## src/sv/ipt_pkg.sv

```systemverilog
// shared widths, register codes and control types for the inverted page table
`default_nettype none

package ipt_pkg;

   localparam int DEF_ENTRIES = 16;

   localparam int PID_W    = 16;
   localparam int PAGE_W   = 20;
   localparam int OFFSET_W = 16;
   localparam int FIDX_W   = 4;
   localparam int PADDR_W  = 20;
   localparam int STAMP_W  = 48;

   localparam int FSIZE_W  = 17;
   localparam int FUSE_W   = 5;
   localparam int CSR_IDX_W  = 2;
   localparam int CSR_DATA_W = 17;

   localparam logic [CSR_IDX_W-1:0] CSR_FRAME_SIZE    = 2'd0;
   localparam logic [CSR_IDX_W-1:0] CSR_FRAMES_IN_USE = 2'd1;

   localparam logic [FSIZE_W-1:0] FRAME_SIZE_RESET    = 17'd4096;
   localparam logic [FUSE_W-1:0]  FRAMES_IN_USE_RESET = 5'd16;

   typedef struct packed {
      logic start;
      logic scan_step;
      logic decide;
      logic addr;
      logic load;
   } cmd_type;

   typedef struct packed {
      logic scan_last;
      logic out_free;
   } status_type;

endpackage

`default_nettype wire

```

## src/sv/ipt_ifs.sv

```systemverilog
// request, response and register write channel interfaces
`default_nettype none

interface ipt_req_if
   import ipt_pkg::*;
   ();
   logic                valid;
   logic                ready;
   logic [PID_W-1:0]    process_id;
   logic [PAGE_W-1:0]   page_number;
   logic [OFFSET_W-1:0] page_offset;

   modport source (output valid, output process_id, output page_number,
                   output page_offset, input ready);
   modport sink (input valid, input process_id, input page_number,
                 input page_offset, output ready);
endinterface

interface ipt_rsp_if
   import ipt_pkg::*;
   ();
   logic               valid;
   logic               ready;
   logic [FIDX_W-1:0]  frame_index;
   logic [PADDR_W-1:0] physical_address;
   logic               hit;

   modport source (output valid, output frame_index, output physical_address,
                   output hit, input ready);
   modport sink (input valid, input frame_index, input physical_address,
                 input hit, output ready);
endinterface

interface ipt_csr_if
   import ipt_pkg::*;
   ();
   logic                  valid;
   logic                  ready;
   logic [CSR_IDX_W-1:0]  index;
   logic [CSR_DATA_W-1:0] data;

   modport source (output valid, output index, output data, input ready);
   modport sink (input valid, input index, input data, output ready);
endinterface

`default_nettype wire

```

## src/sv/ipt_ctrl.sv

```systemverilog
// sequencer for lookup scan, replacement decision and result transfer
`default_nettype none

module ipt_ctrl
   import ipt_pkg::*;
(
   input  wire logic       clock,
   input  wire logic       reset,
   input  wire logic       req_valid,
   output logic            req_ready,
   input  wire status_type status,
   output cmd_type         cmd
);

   localparam logic [2:0] ST_IDLE   = 3'd0;
   localparam logic [2:0] ST_SCAN   = 3'd1;
   localparam logic [2:0] ST_DRAIN  = 3'd2;
   localparam logic [2:0] ST_DECIDE = 3'd3;
   localparam logic [2:0] ST_ADDR   = 3'd4;
   localparam logic [2:0] ST_FINISH = 3'd5;

   logic [2:0] state_ff;
   logic [2:0] state_in;

   always_comb begin
      state_in  = state_ff;
      cmd       = '0;
      req_ready = 1'b0;
      unique case (state_ff)
         ST_IDLE: begin
            req_ready = 1'b1;
            if (req_valid) begin
               cmd.start = 1'b1;
               state_in  = ST_SCAN;
            end
         end
         ST_SCAN: begin
            cmd.scan_step = 1'b1;
            if (status.scan_last) begin
               state_in = ST_DRAIN;
            end
         end
         ST_DRAIN: begin
            state_in = ST_DECIDE;
         end
         ST_DECIDE: begin
            cmd.decide = 1'b1;
            state_in   = ST_ADDR;
         end
         ST_ADDR: begin
            cmd.addr = 1'b1;
            state_in = ST_FINISH;
         end
         ST_FINISH: begin
            if (status.out_free) begin
               cmd.load = 1'b1;
               state_in = ST_IDLE;
            end
         end
         default: begin
            state_in = ST_IDLE;
         end
      endcase
   end

   always_ff @(posedge clock) begin
      if (reset) begin
         state_ff <= ST_IDLE;
      end else begin
         state_ff <= state_in;
      end
   end

endmodule

`default_nettype wire

```

## src/sv/ipt_dpath.sv

```systemverilog
// table memories, scan trackers, access counter, address compute and output register
`default_nettype none

module ipt_dpath
   import ipt_pkg::*;
#(
   parameter int ENTRIES = DEF_ENTRIES
)
(
   input  wire logic                  clock,
   input  wire logic                  reset,
   input  wire cmd_type               cmd,
   output status_type                 status,
   input  wire logic                  csr_valid,
   input  wire logic [CSR_IDX_W-1:0]  csr_index,
   input  wire logic [CSR_DATA_W-1:0] csr_data,
   input  wire logic [PID_W-1:0]      req_process_id,
   input  wire logic [PAGE_W-1:0]     req_page_number,
   input  wire logic [OFFSET_W-1:0]   req_page_offset,
   input  wire logic                  rsp_ready,
   output logic                       rsp_valid,
   output logic [FIDX_W-1:0]          rsp_frame_index,
   output logic [PADDR_W-1:0]         rsp_physical_address,
   output logic                       rsp_hit
);

   localparam int IDX_W = (ENTRIES > 1) ? $clog2(ENTRIES) : 1;
   localparam int CW    = (IDX_W + 1 > FUSE_W) ? IDX_W + 1 : FUSE_W;

   // configuration
   logic [FSIZE_W-1:0] frame_size_ff;
   logic [FUSE_W-1:0]  frames_in_use_ff;

   always_ff @(posedge clock) begin
      if (reset) begin
         frame_size_ff    <= FRAME_SIZE_RESET;
         frames_in_use_ff <= FRAMES_IN_USE_RESET;
      end else if (csr_valid) begin
         if (csr_index == CSR_FRAME_SIZE) begin
            frame_size_ff <= csr_data[FSIZE_W-1:0];
         end else if (csr_index == CSR_FRAMES_IN_USE) begin
            frames_in_use_ff <= csr_data[FUSE_W-1:0];
         end
      end
   end

   // last index searched
   logic [CW-1:0]    fiu_ext;
   logic [CW-1:0]    last_c;
   logic [IDX_W-1:0] last_idx;

   always_comb begin
      fiu_ext = CW'(frames_in_use_ff);
      priority if (fiu_ext == '0) begin
         last_c = '0;
      end else if (fiu_ext > CW'(ENTRIES)) begin
         last_c = CW'(ENTRIES - 1);
      end else begin
         last_c = fiu_ext - CW'(1);
      end
      last_idx = last_c[IDX_W-1:0];
   end

   // latched request
   logic [PID_W-1:0]    pid_ff;
   logic [PAGE_W-1:0]   page_ff;
   logic [OFFSET_W-1:0] offset_ff;

   always_ff @(posedge clock) begin
      if (cmd.start) begin
         pid_ff    <= req_process_id;
         page_ff   <= req_page_number;
         offset_ff <= req_page_offset;
      end
   end

   // table storage
   logic [PID_W-1:0]   mem_proc  [ENTRIES];
   logic [PAGE_W-1:0]  mem_page  [ENTRIES];
   logic [STAMP_W-1:0] mem_stamp [ENTRIES];
   logic [ENTRIES-1:0] valid_ff;

   logic [IDX_W-1:0]   idx_ff;
   logic               cmp_valid_ff;
   logic [IDX_W-1:0]   cmp_idx_ff;
   logic [PID_W-1:0]   rd_proc_ff;
   logic [PAGE_W-1:0]  rd_page_ff;
   logic [STAMP_W-1:0] rd_stamp_ff;

   logic [STAMP_W-1:0] count_ff;
   logic [STAMP_W-1:0] count_next;
   logic [IDX_W-1:0]   slot_sel;
   logic [IDX_W-1:0]   slot_ff;
   logic               hit_ff;

   assign count_next = count_ff + STAMP_W'(1);

   always_ff @(posedge clock) begin
      if (cmd.scan_step) begin
         rd_proc_ff  <= mem_proc[idx_ff];
         rd_page_ff  <= mem_page[idx_ff];
         rd_stamp_ff <= mem_stamp[idx_ff];
      end
      if (cmd.decide) begin
         mem_proc[slot_sel]  <= pid_ff;
         mem_page[slot_sel]  <= page_ff;
         mem_stamp[slot_sel] <= count_next;
      end
   end

   always_ff @(posedge clock) begin
      if (reset) begin
         valid_ff     <= '0;
         count_ff     <= '0;
         cmp_valid_ff <= 1'b0;
      end else begin
         cmp_valid_ff <= cmd.scan_step;
         if (cmd.decide) begin
            valid_ff[slot_sel] <= 1'b1;
            count_ff           <= count_next;
         end
      end
   end

   always_ff @(posedge clock) begin
      if (cmd.start) begin
         idx_ff <= '0;
      end else if (cmd.scan_step) begin
         idx_ff <= idx_ff + IDX_W'(1);
      end
      if (cmd.scan_step) begin
         cmp_idx_ff <= idx_ff;
      end
   end

   assign status.scan_last = (idx_ff == last_idx);

   // scan trackers
   logic               found_ff;
   logic [IDX_W-1:0]   match_idx_ff;
   logic               inv_found_ff;
   logic [IDX_W-1:0]   inv_idx_ff;
   logic               min_set_ff;
   logic [IDX_W-1:0]   min_idx_ff;
   logic [STAMP_W-1:0] min_stamp_ff;
   logic               ent_valid;
   logic               ent_match;

   assign ent_valid = valid_ff[cmp_idx_ff];
   assign ent_match = ent_valid && (rd_proc_ff == pid_ff) && (rd_page_ff == page_ff);

   always_ff @(posedge clock) begin
      if (cmd.start) begin
         found_ff     <= 1'b0;
         inv_found_ff <= 1'b0;
         min_set_ff   <= 1'b0;
      end else if (cmp_valid_ff) begin
         if (ent_match && !found_ff) begin
            found_ff     <= 1'b1;
            match_idx_ff <= cmp_idx_ff;
         end
         if (!ent_valid && !inv_found_ff) begin
            inv_found_ff <= 1'b1;
            inv_idx_ff   <= cmp_idx_ff;
         end
         if (ent_valid && (!min_set_ff || rd_stamp_ff < min_stamp_ff)) begin
            min_set_ff   <= 1'b1;
            min_idx_ff   <= cmp_idx_ff;
            min_stamp_ff <= rd_stamp_ff;
         end
      end
   end

   always_comb begin
      priority if (found_ff) begin
         slot_sel = match_idx_ff;
      end else if (inv_found_ff) begin
         slot_sel = inv_idx_ff;
      end else begin
         slot_sel = min_idx_ff;
      end
   end

   always_ff @(posedge clock) begin
      if (cmd.decide) begin
         slot_ff <= slot_sel;
         hit_ff  <= found_ff;
      end
   end

   // frame base
   logic [PADDR_W-1:0] base_ff;

   always_ff @(posedge clock) begin
      if (cmd.addr) begin
         base_ff <= PADDR_W'(slot_ff * frame_size_ff);
      end
   end

   // output register
   logic               rsp_valid_ff;
   logic [FIDX_W-1:0]  rsp_fidx_ff;
   logic [PADDR_W-1:0] rsp_paddr_ff;
   logic               rsp_hit_ff;

   assign status.out_free = !rsp_valid_ff || rsp_ready;

   always_ff @(posedge clock) begin
      if (reset) begin
         rsp_valid_ff <= 1'b0;
      end else if (cmd.load) begin
         rsp_valid_ff <= 1'b1;
      end else if (rsp_ready) begin
         rsp_valid_ff <= 1'b0;
      end
   end

   always_ff @(posedge clock) begin
      if (cmd.load) begin
         rsp_fidx_ff  <= FIDX_W'(slot_ff);
         rsp_paddr_ff <= base_ff + PADDR_W'(offset_ff);
         rsp_hit_ff   <= hit_ff;
      end
   end

   assign rsp_valid            = rsp_valid_ff;
   assign rsp_frame_index      = rsp_fidx_ff;
   assign rsp_physical_address = rsp_paddr_ff;
   assign rsp_hit              = rsp_hit_ff;

endmodule

`default_nettype wire

```

## src/sv/inverted_page_table_lru.sv

```systemverilog
// top level of the inverted page table with least-recently-used replacement
`default_nettype none

// Fully associative inverted page table. Each request transfer carries a process
// id, page number and offset; the block searches the first frames_in_use entries
// (clamped to 1..ENTRIES) for a valid match, otherwise fills the lowest invalid
// entry or the one with the oldest access stamp, and answers with the frame
// index, frame index times frame_size plus offset (modulo 2^20) and a hit flag.
// One request is handled at a time. From accept to result register, the table
// memories are read one entry per cycle during the search, followed by one
// compare stage, the update write, the frame base multiply and the final add,
// which waits while the output register still holds an untaken result. A new
// request is accepted only once the last one is loaded into the output register.
// A finished result waits in the output register while the next request is
// accepted. No clearing pass is needed after reset. Register writes are taken at
// any time but are meant to come only while no request is in flight.

module inverted_page_table_lru
   import ipt_pkg::*;
#(
   parameter int ENTRIES = DEF_ENTRIES
)
(
   input  wire logic  clock,
   input  wire logic  reset,
   ipt_req_if.sink    req_bus,
   ipt_rsp_if.source  rsp_bus,
   ipt_csr_if.sink    csr_bus
);

   cmd_type    cmd;
   status_type status;

   assign csr_bus.ready = 1'b1;

   ipt_ctrl u_ctrl (
      .clock     (clock),
      .reset     (reset),
      .req_valid (req_bus.valid),
      .req_ready (req_bus.ready),
      .status    (status),
      .cmd       (cmd)
   );

   ipt_dpath #(
      .ENTRIES (ENTRIES)
   ) u_dpath (
      .clock                (clock),
      .reset                (reset),
      .cmd                  (cmd),
      .status               (status),
      .csr_valid            (csr_bus.valid),
      .csr_index            (csr_bus.index),
      .csr_data             (csr_bus.data),
      .req_process_id       (req_bus.process_id),
      .req_page_number      (req_bus.page_number),
      .req_page_offset      (req_bus.page_offset),
      .rsp_ready            (rsp_bus.ready),
      .rsp_valid            (rsp_bus.valid),
      .rsp_frame_index      (rsp_bus.frame_index),
      .rsp_physical_address (rsp_bus.physical_address),
      .rsp_hit              (rsp_bus.hit)
   );

endmodule

`default_nettype wire
```

## src/flat_wrapper.sv

```systemverilog
// flat-port wrapper written by rule: the top's interface ports become plain ports
module inverted_page_table_lru_flat import ipt_pkg::*;
#(
   parameter int ENTRIES = DEF_ENTRIES
)
  (clock, reset, req_bus_valid, req_bus_process_id, req_bus_page_number, req_bus_page_offset, req_bus_ready, rsp_bus_valid, rsp_bus_frame_index, rsp_bus_physical_address, rsp_bus_hit, rsp_bus_ready, csr_bus_valid, csr_bus_index, csr_bus_data, csr_bus_ready);
  ipt_req_if req_bus_i ();
  ipt_rsp_if rsp_bus_i ();
  ipt_csr_if csr_bus_i ();
  input  wire logic clock;
  input  wire logic reset;
  input wire logic [$bits(req_bus_i.valid)-1:0] req_bus_valid;
  input wire logic [$bits(req_bus_i.process_id)-1:0] req_bus_process_id;
  input wire logic [$bits(req_bus_i.page_number)-1:0] req_bus_page_number;
  input wire logic [$bits(req_bus_i.page_offset)-1:0] req_bus_page_offset;
  output wire logic [$bits(req_bus_i.ready)-1:0] req_bus_ready;
  output wire logic [$bits(rsp_bus_i.valid)-1:0] rsp_bus_valid;
  output wire logic [$bits(rsp_bus_i.frame_index)-1:0] rsp_bus_frame_index;
  output wire logic [$bits(rsp_bus_i.physical_address)-1:0] rsp_bus_physical_address;
  output wire logic [$bits(rsp_bus_i.hit)-1:0] rsp_bus_hit;
  input wire logic [$bits(rsp_bus_i.ready)-1:0] rsp_bus_ready;
  input wire logic [$bits(csr_bus_i.valid)-1:0] csr_bus_valid;
  input wire logic [$bits(csr_bus_i.index)-1:0] csr_bus_index;
  input wire logic [$bits(csr_bus_i.data)-1:0] csr_bus_data;
  output wire logic [$bits(csr_bus_i.ready)-1:0] csr_bus_ready;
  assign req_bus_i.valid = req_bus_valid;
  assign req_bus_i.process_id = req_bus_process_id;
  assign req_bus_i.page_number = req_bus_page_number;
  assign req_bus_i.page_offset = req_bus_page_offset;
  assign req_bus_ready = req_bus_i.ready;
  assign rsp_bus_valid = rsp_bus_i.valid;
  assign rsp_bus_frame_index = rsp_bus_i.frame_index;
  assign rsp_bus_physical_address = rsp_bus_i.physical_address;
  assign rsp_bus_hit = rsp_bus_i.hit;
  assign rsp_bus_i.ready = rsp_bus_ready;
  assign csr_bus_i.valid = csr_bus_valid;
  assign csr_bus_i.index = csr_bus_index;
  assign csr_bus_i.data = csr_bus_data;
  assign csr_bus_ready = csr_bus_i.ready;
  inverted_page_table_lru #(.ENTRIES(ENTRIES)) u_core (.clock(clock), .reset(reset), .req_bus(req_bus_i), .rsp_bus(rsp_bus_i), .csr_bus(csr_bus_i));
endmodule
```

## config.mk

```make
export PLATFORM = sky130hd
export DESIGN_NAME = inverted_page_table_lru_flat
export DESIGN_NICKNAME = d
export VERILOG_FILES = /design/src/sv/ipt_pkg.sv /design/src/sv/ipt_ifs.sv /design/src/sv/ipt_ctrl.sv /design/src/sv/ipt_dpath.sv /design/src/sv/inverted_page_table_lru.sv /design/src/flat_wrapper.sv
export SDC_FILE = /design/constraint.sdc
export NUM_CORES = 2
export LEC_CHECK = 0
export BUFFER_PORTS_ARGS = -buffer_cell sky130_fd_sc_hd__buf_2
export CORE_ASPECT_RATIO = 1.1
export CORE_UTILIZATION = 25
export DETAILED_ROUTE_END_ITERATION = 10
export PLACE_DENSITY = 0.39
export SLEW_MARGIN = 10
export SYNTH_ARGS = -nofsm -noshare
export SYNTH_HDL_FRONTEND = slang
export SYNTH_HIERARCHICAL = 1
export SYNTH_SLANG_ARGS = --single-unit
```

## constraint.sdc

```tcl
create_clock -name clock -period 21.5 [get_ports clock]
set_input_delay 4.3 -clock clock [delete_from_list [all_inputs] [get_ports clock]]
set_output_delay 4.3 -clock clock [all_outputs]
set_load 0.005 [all_outputs]
```

==> results.py <==
metrics = {
    "clock_tree": {
        "cts_tree": "done",
        "path_clk_slew_ps": 60,
        "clk_path_buf_depth": 4,
        "ctsHtreeMaxLevel": 4,
        "cts_sinks": 1692,
        "hold_buffers": 0,
        "root_buffer": "clkbuf_16",
        "cts_setup_buffers": 0,
        "ctsResizeCount": 0,
        "clock_latency_ps": 870,
        "cts_made_buffers": 189,
    },
    "worst_setup_path": {
        "arrival_ps": 1740,
        "critPathMaxStageDelay_ps": 400,
        "cp-end-kind": "output port",
        "critical_path_class": "flip-flop to output port",
        "slowest_stage": "dfxtp_1",
        "crit_fanout": 10,
        "critical_path_required_ps": 17200,
        "worst_setup_path_start_kind": "flip-flop",
        "path_cells": "nor3_1 > buf_4 > buf_2",
    },
    "sta": {
        "fin_ws_ps": 15460,
        "fin_skew_ps": 83.3,
        "slew_headroom": 0.159,
        "tightest_slew_ps": 1260,
        "max_freq_mhz": 166,
        "period_minus_slack_ps": 6040,
        "holdWs_ps": 419,
        "drv_slew": 0,
        "timing.final.crit_share": 0.281,
        "rsz0062_at_grt": "no",
        "setup_viol": 0,
        "tns_ps": 0,
        "hold_viol": 0,
    },
    "global_routing": {
        "grt_pass1_wl_um": 253000,
        "antenna_found_initial": 6,
        "grt_usage": 0.129,
        "grt_max_degree": 133,
        "gr-total-overflow": 0,
        "grt_pass1_vias": 34200,
    },
    "floorplanning": {
        "fp.dieH_um": 546,
        "ios": 104,
        "coreArea_sq_mm": 0.267,
        "placementRows": 199,
        "fp.dieW_um": 496,
        "die_area_sq_mm": 0.271,
        "start_util": 0.251,
    },
    "synth": {
        "ys_seq_area_frac": 0.741,
        "synthArstFlopShare": 0,
        "synth_ff_type": "edfxtp_1",
        "yosys.cell_types.count": 64,
        "yosysWarnings": 6,
        "yosysMostFrequentCell": "edfxtp_1",
        "syn_nets": 3538,
        "yosys-top-cells-area": "edfxtp_1 71%, mux4_2 14%, dfxtp_1 2.9%, ha_1 1.7%, xnor2_1 1.1%",
        "synth-seq-cells": 1692,
        "syn-cell-area_sq_mm": 0.0672,
        "synth_top_area_cell": "edfxtp_1",
        "post_synth_inst_count": 3341,
        "avgSynthCellArea_sq_um": 20.1,
        "synth_top_area_frac": 0.712,
        "synthTopCellsByCount": "1594 x edfxtp_1, 425 x mux4_2, 139 x nor2_1",
        "synth_edf_count": 1594,
    },
    "drt": {
        "drc": 0,
        "drtPass1Iterations": 5,
        "drtAntennaViolNets": 0,
        "viasPerCell": 4.40,
        "routed_wl_um": 175000,
        "wl_per_cell_um": 24.2,
        "drt_iter0_drc": 2005,
        "vias": 31800,
    },
    "finish": {
        "final_core_util": 0.293,
        "syn2layout_area_growth_pct": 16.6,
        "layout-drive-gt1-share": 0.249,
        "fin_nets": 3767,
    },
    "job": {
        "drv_cap": 0,
    },
    "power": {
        "ir_drop_v": 0.0000508,
        "powerDensity_mw_per_mm2": 96.0,
        "p_leak_nw": 24.9,
    },
    "status": {
        "status": "complete, no violations",
    },
    "place": {
        "dp_hpwl_um": 91300,
        "port-buffer-count": 102,
        "dp_slack_ps": 14690,
        "place_congestion": 0.716,
    },
    "worst_hold_path": {
        "worstHoldPathType": "flip-flop to flip-flop",
    },
}
state kept, by name (all words and copies together) (netlist names), 5 cells and up:
name / count
u_core/u_dpath/count_ff: 48
u_core/u_dpath/rsp_physical_address: 20
u_core/u_dpath/rd_stamp_ff: 48
u_core/u_dpath/mem_proc: 256
u_core/u_dpath/min_stamp_ff: 48
u_core/u_dpath/mem_stamp: 768
u_core/u_dpath/pid_ff: 16
u_core/u_dpath/offset_ff: 16
u_core/u_dpath/page_ff: 20
u_core/u_dpath/valid_ff: 16
u_core/u_dpath/rd_page_ff: 20
u_core/u_dpath/frame_size_ff: 17
u_core/u_dpath/fiu_ext: 5
u_core/u_dpath/rd_proc_ff: 16
u_core/u_dpath/base_ff: 20
u_core/u_dpath/mem_page: 320
worst paths after layout:
kind	start	endpoint	slack [ps]	depth (start not counted)
hold / removal	u_core/u_dpath/hit_ff	u_core/u_dpath/rsp_hit	420	0
hold reg to reg	u_core/u_dpath/hit_ff	u_core/u_dpath/rsp_hit	420	0
setup / recovery	u_core/u_ctrl/state_ff[0]	req_bus_ready	15460	3
setup reg to reg	u_core/u_dpath/idx_ff[0]	u_core/u_dpath/rd_proc_ff[7]	16440	6
metal layers:
metal	up-vias	wire (um)	GRT usage
met5	-	18	0
met4	2	3880	0.0342
met3	231	6040	0.0167
met2	501	87200	0.221
met1	17200	78300	0.172
li1	13900	-	-
final cells by class:
class                      instances  area, sq um
antenna                            2         5.00
clock buffer                     243         5060
clock inverter                    96          841
fill                           26300       189000
inverter                         136          510
multi-input combinational       1375        16600
sequential                      1692        49800
tap                             3517         4400
timing repair buffer             176         1170
stage by stage:
stage	instance area [sq um]	total power, mW	cells
6_report	78400	7.53	7237
2_1_floorplan	67200	4.28	3341
4_1_cts	78300	7.68	7235
5_1_grt	78400	7.82	7236
3_5_place_dp	72400	4.50	6896
3_3_place_gp	72400	4.50	6896
report_power, final:
group	switching, mW	internal [mW]
sequential	0.0636	3.63
clock	1.31	1.82
combinational	0.327	0.376
critical path: cells and delay by family (launching register included):
family	cells	cell delay, ps
DFF	1	400
and+or+nand+nor	1	210
buffers and inverters	2	310
cells in the final DEF (no fill, tap or decap), drive strengths merged, types with 10 or more instances in the layout:
cell type / count
and2: 51
nand2b: 11
nor3: 14
and3: 19
xnor2: 83
nand2: 125
fa: 31
mux4: 425
mux2i: 10
ha: 90
nor4: 11
clkbuf: 243
xor2: 76
buf: 176
bufinv: 14
dfxtp: 98
a21o: 14
nand4: 33
nor2: 139
a21oi: 77
clkinv: 72
edfxtp: 1594
nand3: 44
o21ai: 42
inv: 139
a211oi: 13
cell families after synthesis:
logic type,synth area share
adder cells (fa/ha/maj),0.0263
XOR/XNOR,0.0207
multiplexers,0.144
AND/OR/NAND/NOR,0.0352
flip-flops,0.741
AO/OA/AOI/OAI,0.0157
other,0.0000558
buffers and inverters,0.0166
(Power assumes the default switching activity.)
